$ cat src/hdl/rk4_pkg.sv
// Shared types, constants and codes of the RK4 stage increment core.
package rk4_pkg;

	localparam int VALUE_WIDTH  = 32;
	localparam int COMPARTMENTS = 256;
	localparam int IDX_WIDTH    = $clog2(COMPARTMENTS);
	localparam int TS_WIDTH     = 31;
	localparam int MODE_WIDTH   = 5;
	localparam int ROW_WIDTH    = 3 * VALUE_WIDTH;
	localparam int DVD_WIDTH    = 48;
	localparam int CNT_WIDTH    = $clog2(DVD_WIDTH);

	localparam int CDIV_CHUNK  = 18;
	localparam int CDV_WIDTH   = 2 * CDIV_CHUNK;
	localparam int THIRD_SHIFT = 21;
	localparam logic [CDIV_CHUNK+1:0] THIRD_RECIP = 20'd699051;

	localparam logic signed [MODE_WIDTH-1:0] MODE_UNDO_RK    = -5'sd2;
	localparam logic signed [MODE_WIDTH-1:0] MODE_UNDO_EULER = -5'sd1;
	localparam logic signed [MODE_WIDTH-1:0] MODE_EULER      = 5'sd0;
	localparam logic signed [MODE_WIDTH-1:0] MODE_RK1        = 5'sd1;
	localparam logic signed [MODE_WIDTH-1:0] MODE_RK2        = 5'sd2;
	localparam logic signed [MODE_WIDTH-1:0] MODE_RK3        = 5'sd3;
	localparam logic signed [MODE_WIDTH-1:0] MODE_RK4        = 5'sd4;
	localparam logic signed [MODE_WIDTH-1:0] MODE_ERR_CHECK  = 5'sd10;

	typedef enum logic [3:0] {
		ST_IDLE,
		ST_MUL,
		ST_DV,
		ST_EXEC,
		ST_DIV6,
		ST_DIV3,
		ST_DIVT,
		ST_FIN
	} rk4_state_t;

	typedef enum logic [1:0] {
		DIV_SIX,
		DIV_THREE,
		DIV_TS
	} rk4_div_sel_t;

	typedef struct packed {
		logic         capture;
		logic         mul;
		logic         dv;
		logic         exec;
		logic         div_go;
		logic         div_take;
		rk4_div_sel_t go_sel;
		rk4_div_sel_t take_sel;
		logic         fin;
	} rk4_cmd_t;

	typedef struct packed {
		logic stage4;
		logic ts_zero;
		logic div_done;
	} rk4_sts_t;

endpackage

$ cat src/hdl/rk4_ctrl.sv
// Controller state machine sequencing one word through the datapath.
module rk4_ctrl (
	input  logic              clk,
	input  logic              arst_n,
	input  logic              start,
	output logic              busy,
	input  rk4_pkg::rk4_sts_t sts,
	output rk4_pkg::rk4_cmd_t cmd
);

	rk4_pkg::rk4_state_t state_q, state_d;

	always_ff @(posedge clk or negedge arst_n) begin
		if (!arst_n) begin
			state_q <= rk4_pkg::ST_IDLE;
		end else begin
			state_q <= state_d;
		end
	end

	always_comb begin
		state_d = state_q;
		unique case (state_q)
			rk4_pkg::ST_IDLE: if (start) state_d = rk4_pkg::ST_MUL;
			rk4_pkg::ST_MUL:  state_d = rk4_pkg::ST_DV;
			rk4_pkg::ST_DV:   state_d = rk4_pkg::ST_EXEC;
			rk4_pkg::ST_EXEC: state_d = sts.stage4 ? rk4_pkg::ST_DIV6 : rk4_pkg::ST_FIN;
			rk4_pkg::ST_DIV6: if (sts.div_done) state_d = rk4_pkg::ST_DIV3;
			rk4_pkg::ST_DIV3: begin
				if (sts.div_done) begin
					state_d = sts.ts_zero ? rk4_pkg::ST_FIN : rk4_pkg::ST_DIVT;
				end
			end
			rk4_pkg::ST_DIVT: if (sts.div_done) state_d = rk4_pkg::ST_FIN;
			rk4_pkg::ST_FIN:  state_d = rk4_pkg::ST_IDLE;
			default:          state_d = rk4_pkg::ST_IDLE;
		endcase
	end

	always_comb begin
		cmd          = '0;
		cmd.go_sel   = rk4_pkg::DIV_SIX;
		cmd.take_sel = rk4_pkg::DIV_SIX;
		unique case (state_q)
			rk4_pkg::ST_IDLE: cmd.capture = start;
			rk4_pkg::ST_MUL:  cmd.mul = 1'b1;
			rk4_pkg::ST_DV:   cmd.dv = 1'b1;
			rk4_pkg::ST_EXEC: begin
				cmd.exec   = 1'b1;
				cmd.div_go = sts.stage4;
			end
			rk4_pkg::ST_DIV6: begin
				cmd.div_take = sts.div_done;
				cmd.div_go   = sts.div_done;
				cmd.go_sel   = rk4_pkg::DIV_THREE;
			end
			rk4_pkg::ST_DIV3: begin
				cmd.div_take = sts.div_done;
				cmd.take_sel = rk4_pkg::DIV_THREE;
				cmd.div_go   = sts.div_done && !sts.ts_zero;
				cmd.go_sel   = rk4_pkg::DIV_TS;
			end
			rk4_pkg::ST_DIVT: begin
				cmd.div_take = sts.div_done;
				cmd.take_sel = rk4_pkg::DIV_TS;
				cmd.go_sel   = rk4_pkg::DIV_TS;
			end
			rk4_pkg::ST_FIN:  cmd.fin = 1'b1;
			default:          cmd = '0;
		endcase
	end

	assign busy = state_q != rk4_pkg::ST_IDLE;

	a_take_on_done: assert property (@(posedge clk) disable iff (!arst_n)
		cmd.div_take |-> sts.div_done)
		else $error("divider result taken without done");
	a_busy_after_start: assert property (@(posedge clk) disable iff (!arst_n)
		(start && !busy) |=> busy)
		else $error("accepted word did not raise busy");
	a_fin_single: assert property (@(posedge clk) disable iff (!arst_n)
		cmd.fin |=> !cmd.fin && !busy)
		else $error("finish not a single cycle");
	a_no_zero_div: assert property (@(posedge clk) disable iff (!arst_n)
		(state_q == rk4_pkg::ST_DIVT) |-> !sts.ts_zero)
		else $error("division by zero time step started");

endmodule

$ cat config.mk
export PLATFORM = sky130hd
export DESIGN_NAME = rk4_ctrl
export DESIGN_NICKNAME = d
export VERILOG_FILES = /design/src/hdl/rk4_pkg.sv /design/src/hdl/rk4_ctrl.sv
export SDC_FILE = /design/constraint.sdc
export NUM_CORES = 1
export LEC_CHECK = 0
export ABC_AREA = 1
export ABC_CLOCK_PERIOD_IN_PS = 2400
export BUFFER_PORTS_ARGS = -buffer_cell sky130_fd_sc_hd__buf_2
export CAP_MARGIN = 0
export CORE_AREA = 3 3 40 42
export CTS_BUF_LIST = sky130_fd_sc_hd__clkbuf_16
export DETAILED_ROUTE_END_ITERATION = 16
export DIE_AREA = 0 0 43 45
export SYNTH_ARGS = -nofsm -noshare
export SYNTH_HDL_FRONTEND = slang
export SYNTH_SLANG_ARGS = --single-unit
$ cat constraint.sdc
create_clock -name clk -period 2.4 [get_ports clk]
set_input_delay 0.12 -clock clk [delete_from_list [all_inputs] [get_ports clk]]
set_output_delay 0.12 -clock clk [all_outputs]
set_load 0.01 [all_outputs]
# [After elaboration in Yosys (flattened, before gate mapping)]
# Index checks and enable logic that the tools add are counted.
[op_classes] n_eq_ne=11 mux=15 n_reduce_logical=6
[op_table] cell="4-bit case mux with 7 select lines" n=1
[op_table] cell="4-bit by 3-bit == test with 1-bit output (second input constant)" n=4
[op_table] cell="4-bit two-way mux" n=4
[op_table] cell="4-bit by 2-bit == test with 1-bit output (second input constant)" n=2
[op_table] cell="2-bit != test (second input constant)" n=4
[op_table] cell="1-bit two-way mux" n=6
[op_table] cell="3-bit case mux with 2 select lines" n=1
[op_table] cell="4-bit by 1-bit == test with 1-bit output (second input constant)" n=1
[op_table] cell="4-bit logical NOT" n=1
[op_table] cell="2-bit case mux with 2 select lines" n=1
[op_table] cell="4-bit AND reduction" n=1
[op_table] cell="4-bit nonzero test" n=1
[op_table] cell="1-bit case mux with 3 select lines" n=1
[op_table] cell="2-bit two-way mux" n=1
[op_table] cell="2-bit OR reduction" n=1
[op_table] cell="1-bit logical AND" n=1
[op_table] cell="1-bit logical NOT" n=1
[totals] register_bits=4 in_bits=6 wordCells=33

# [Longest topological paths before layout]
[depth] word_depth=3 ltp_mapped=5

# [Worst setup path after synthesis]
# No wires, ideal clock.
[synth_timing] path_type="register to output" startpoint="reg state_q[1]" endpoint="out cmd[5] (netlist name)" arrival_ns=0.950 required_ns=2.280 path_slack_ns=1.330 stages_incl_launch_ff=6 cell_sequence="dfrtp_1 -> inv_1 -> nand2_1 -> nand2_1 -> nand2_1 -> a21oi_1"
[synth_lines] element="from (decl)" line_no="rk4_ctrl.sv:11" source="rk4_pkg::rk4_state_t state_q, state_d;"
[synth_lines] element="from (signal assigned)" line_no="rk4_ctrl.sv:15" source="state_q <= rk4_pkg::ST_IDLE;"
[synth_lines] element="from (signal assigned)" line_no="rk4_ctrl.sv:17" source="state_q <= state_d;"
[synth_lines] element="to (decl)" line_no="rk4_ctrl.sv:8" source="output rk4_pkg::rk4_cmd_t cmd"

==> summary.txt <==
Floorplan
  – Die area: 1940 um^2
  – Initial Utilization: 21.3%
  – Area of the core: 1280 um^2
  – Vertical die dimension: 45 um
  – Cell Rows: 13
  – DIE WIDTH: 43 um
  – Number of top-level pins: 18

STA
  – Final worst hold slack: 0.223 ns
  – Layout Skew: 0.00282 ns
  – Transition time at the pin with the least slew margin: 0.326 ns
  – Setup repair after global routing missed its margin: no
  – Worst max-slew margin expressed relative to the limit: 78.2%
  – Setup tns final: 0 ns
  – Final cycle utilization of the critical path: 64.3%
  – Final Max Slew Viols: 0
  – Final setup violating endpoints: 0
  – F_max: 648 MHz
  – Hold violation total from the final report: 0
  – Final period demand of the worst path: 1.54 ns

Clocking
  – Clock tree from TritonCTS: yes
  – Clock tree root buffer cell: clkbuf_16
  – Number of gates resized after cts: 0
  – H-tree depth: 1
  – Largest buffer count on any clock path: 2
  – Sinks on the clock net: 3
  – Number of buffers created by CTS: 3
  – CTS clock-pin slew for the worst setup and hold paths: 0.03 ns
  – Buffers inserted during post-CTS setup optimization: 0
  – Clock latency at the later pin of the worst-skew pair: 0.22 ns

Critical path
  – Standard cell with the maximum stage delay on the critical path: dfrtp_1
  – Buf+Inv Stages, Crit Path: 2
  – Worst EP arrival: 1.42 ns
  – Worst setup path category: reg2out
  – Sort of element at the start of the critical path: flop
  – Reg-to-reg endpoint: state_q[0]
  – Crit-path max FO: 11
  – Kind of cell adding the most delay to the critical path: flip-flops
  – Critical path origin: state_q[2]
  – Crit path capture type: primary output
  – Worst reg2reg startpoint: state_q[2]
  – Crit path cell chain: inv_1, nor2_1, nand2_1, a21oi_1, buf_2
  – Crit-path max cell delay: 0.52 ns
  – Worst-case reg-to-reg path depth: 5
  – Worst reg-to-reg setup slack: 1.23 ns
  – WP data required: 2.28 ns

Synthesis
  – Combined area of all synthesized cells: 274 um^2
  – Sequential share of the synthesized area: 27.4%
  – Number of warnings issued by yosys: 0
  – Gate Count Post-Synth: 48
  – Number of distinct library cells after synthesis: 11
  – Net Count, Synth: 54
  – Flops & latches, synth: 3
  – Post-synthesis average cell area: 5.71 um^2

Layout
  – N_diodes: 0
  – Layout cell share with drive strength beyond 1: 30.4%
  – Registers with the highest flip-flop counts: state_q: 3 flops
  – # nets final: 76
  – Largest register FFs: 3
  – Core Util, Final: 35.9%
  – Most flops, register: state_q
  – Area growth from synthesis to final layout: 68.5%

Power and ir drop
  – Leakage power of the design: 0.000307 uW
  – Power density relative to cell area: 1510 nW/um^2
  – Peak VDD IR: 0.639 mV

Detailed routing
  – Routed wire per std cell: 9.21 um
  – Avg Vias per Cell: 4.13
  – Drt drc: 0
  – Via count: 347
  – Remaining antenna violation count: 0
  – Wire length after detailed routing: 774 um
  – DR pass1 iterations: 4
  – Initial detailed-routing violation count: 11

Global route
  – Antenna violations before repair: 0
  – Total GRT Usage: 9.17%
  – Aggregate global routing overflow: 0
  – Vias in the first global route: 311
  – Global-route wire length before repair: 1220 um
  – Maximum number of pins on one net before global-route repair: 12

Place
  – Final weighted congestion in routability-driven placement: 0.734
  – Quantity of I/O buffers inserted on ports: 17
  – Placed wire-length estimate: 622 um

Run
  – Number of max-capacitance violations reported: 0

Status
  – Outcome: complete, no violations

Min path
  – Worst Hold Class: in2async
## placed cells by master (no fill, tap or decap)
master         instances
nand4_1                1
a21oi_1                1
dfrtp_1                3
nand3_1                6
dlygate4sd3_1          1
nor3_2                 1
clkbuf_16              3
nand3b_1               1
o21bai_1               2
buf_2                 17
nand2_1               12
inv_1                 11
nor2_1                10
## power by group
group | switching (uW) | total, uW | internal (uW)
clock | 45.7 | 261 | 215
combinational | 188 | 310 | 122
sequential | 50.7 | 128 | 77.6
total | 285 | 699 | 415
## final cells by class
type	count	area [um^2]
clock buffers	3	75.1
clock inverters	1	3.75
fillers	157	823
inverters	10	37.5
multi-input cells	34	156
flip-flops and latches	3	75.1
well taps	15	18.8
repair buffers	18	95.1
## metal layers
layer	up-vias	track usage [%]	wire length, um
met2	13	12.6	328
met4	0	10.8	28
met3	3	3.59	64
met5	-	0	0
met1	144	9.90	353
li1	187	-	-
## repair_timing
item,CTS,global route
setup endpoints to repair,0,0
hold buffers,1,0
endpoints found under the hold margin,3,0
## per-stage QoR
| step | setup slack, ns | area (um^2) | cells | total power, uW |
|---|---|---|---|---|
| 3_5_place_dp | 1.10 | 373 | 79 | 443 |
| 5_1_grt | 0.741 | 462 | 84 | 762 |
| 2_1_floorplan | 1.33 | 274 | 48 | 332 |
| 4_1_cts | 0.857 | 462 | 84 | 709 |
| 6_report | 0.856 | 462 | 84 | 699 |
| 3_3_place_gp | 1.15 | 373 | 79 | 442 |
## kinds of logic (layout without fill, tap and decap cells)
kind of cell / count (synthesis) / in the layout / share of synthesized area [%]
buffers and inverters: 11 / 32 / 15.5
DFF: 3 / 3 / 27.4
AOI/OAI and AO/OA: 3 / 3 / 7.30
and+or+nand+nor: 31 / 31 / 49.8
## cells in the mapped netlist
cell / count / area [um^2]
nand3b_1: 1 / 7.51
nand3_1: 6 / 30.0
buf_2: 1 / 5.00
a21oi_1: 1 / 5.00
nand4_1: 1 / 6.26
nor3_2: 1 / 10.0
nand2_1: 12 / 45.0
o21bai_1: 2 / 15.0
dfrtp_1: 3 / 75.1
nor2_1: 10 / 37.5
inv_1: 10 / 37.5
## worst register-to-register path, stage by stage, from the launching register on
cell      delay [ns]
dfrtp_1         0.52
inv_1           0.10
nor2_1          0.18
nand2_1         0.10
nor2_1          0.09
o21bai_1        0.11
## worst max path at each step
stage,endpoint,slack (ns),cells past startpoint
floorplan,cmd[5],1.33,5
global placement,cmd[5],1.15,5
detailed placement,cmd[5],1.10,5
CTS,cmd[5],0.86,5
global route,cmd[5],0.74,5
finish,cmd[5],0.86,5
Note: power is estimated with default switching activity, not from simulation.
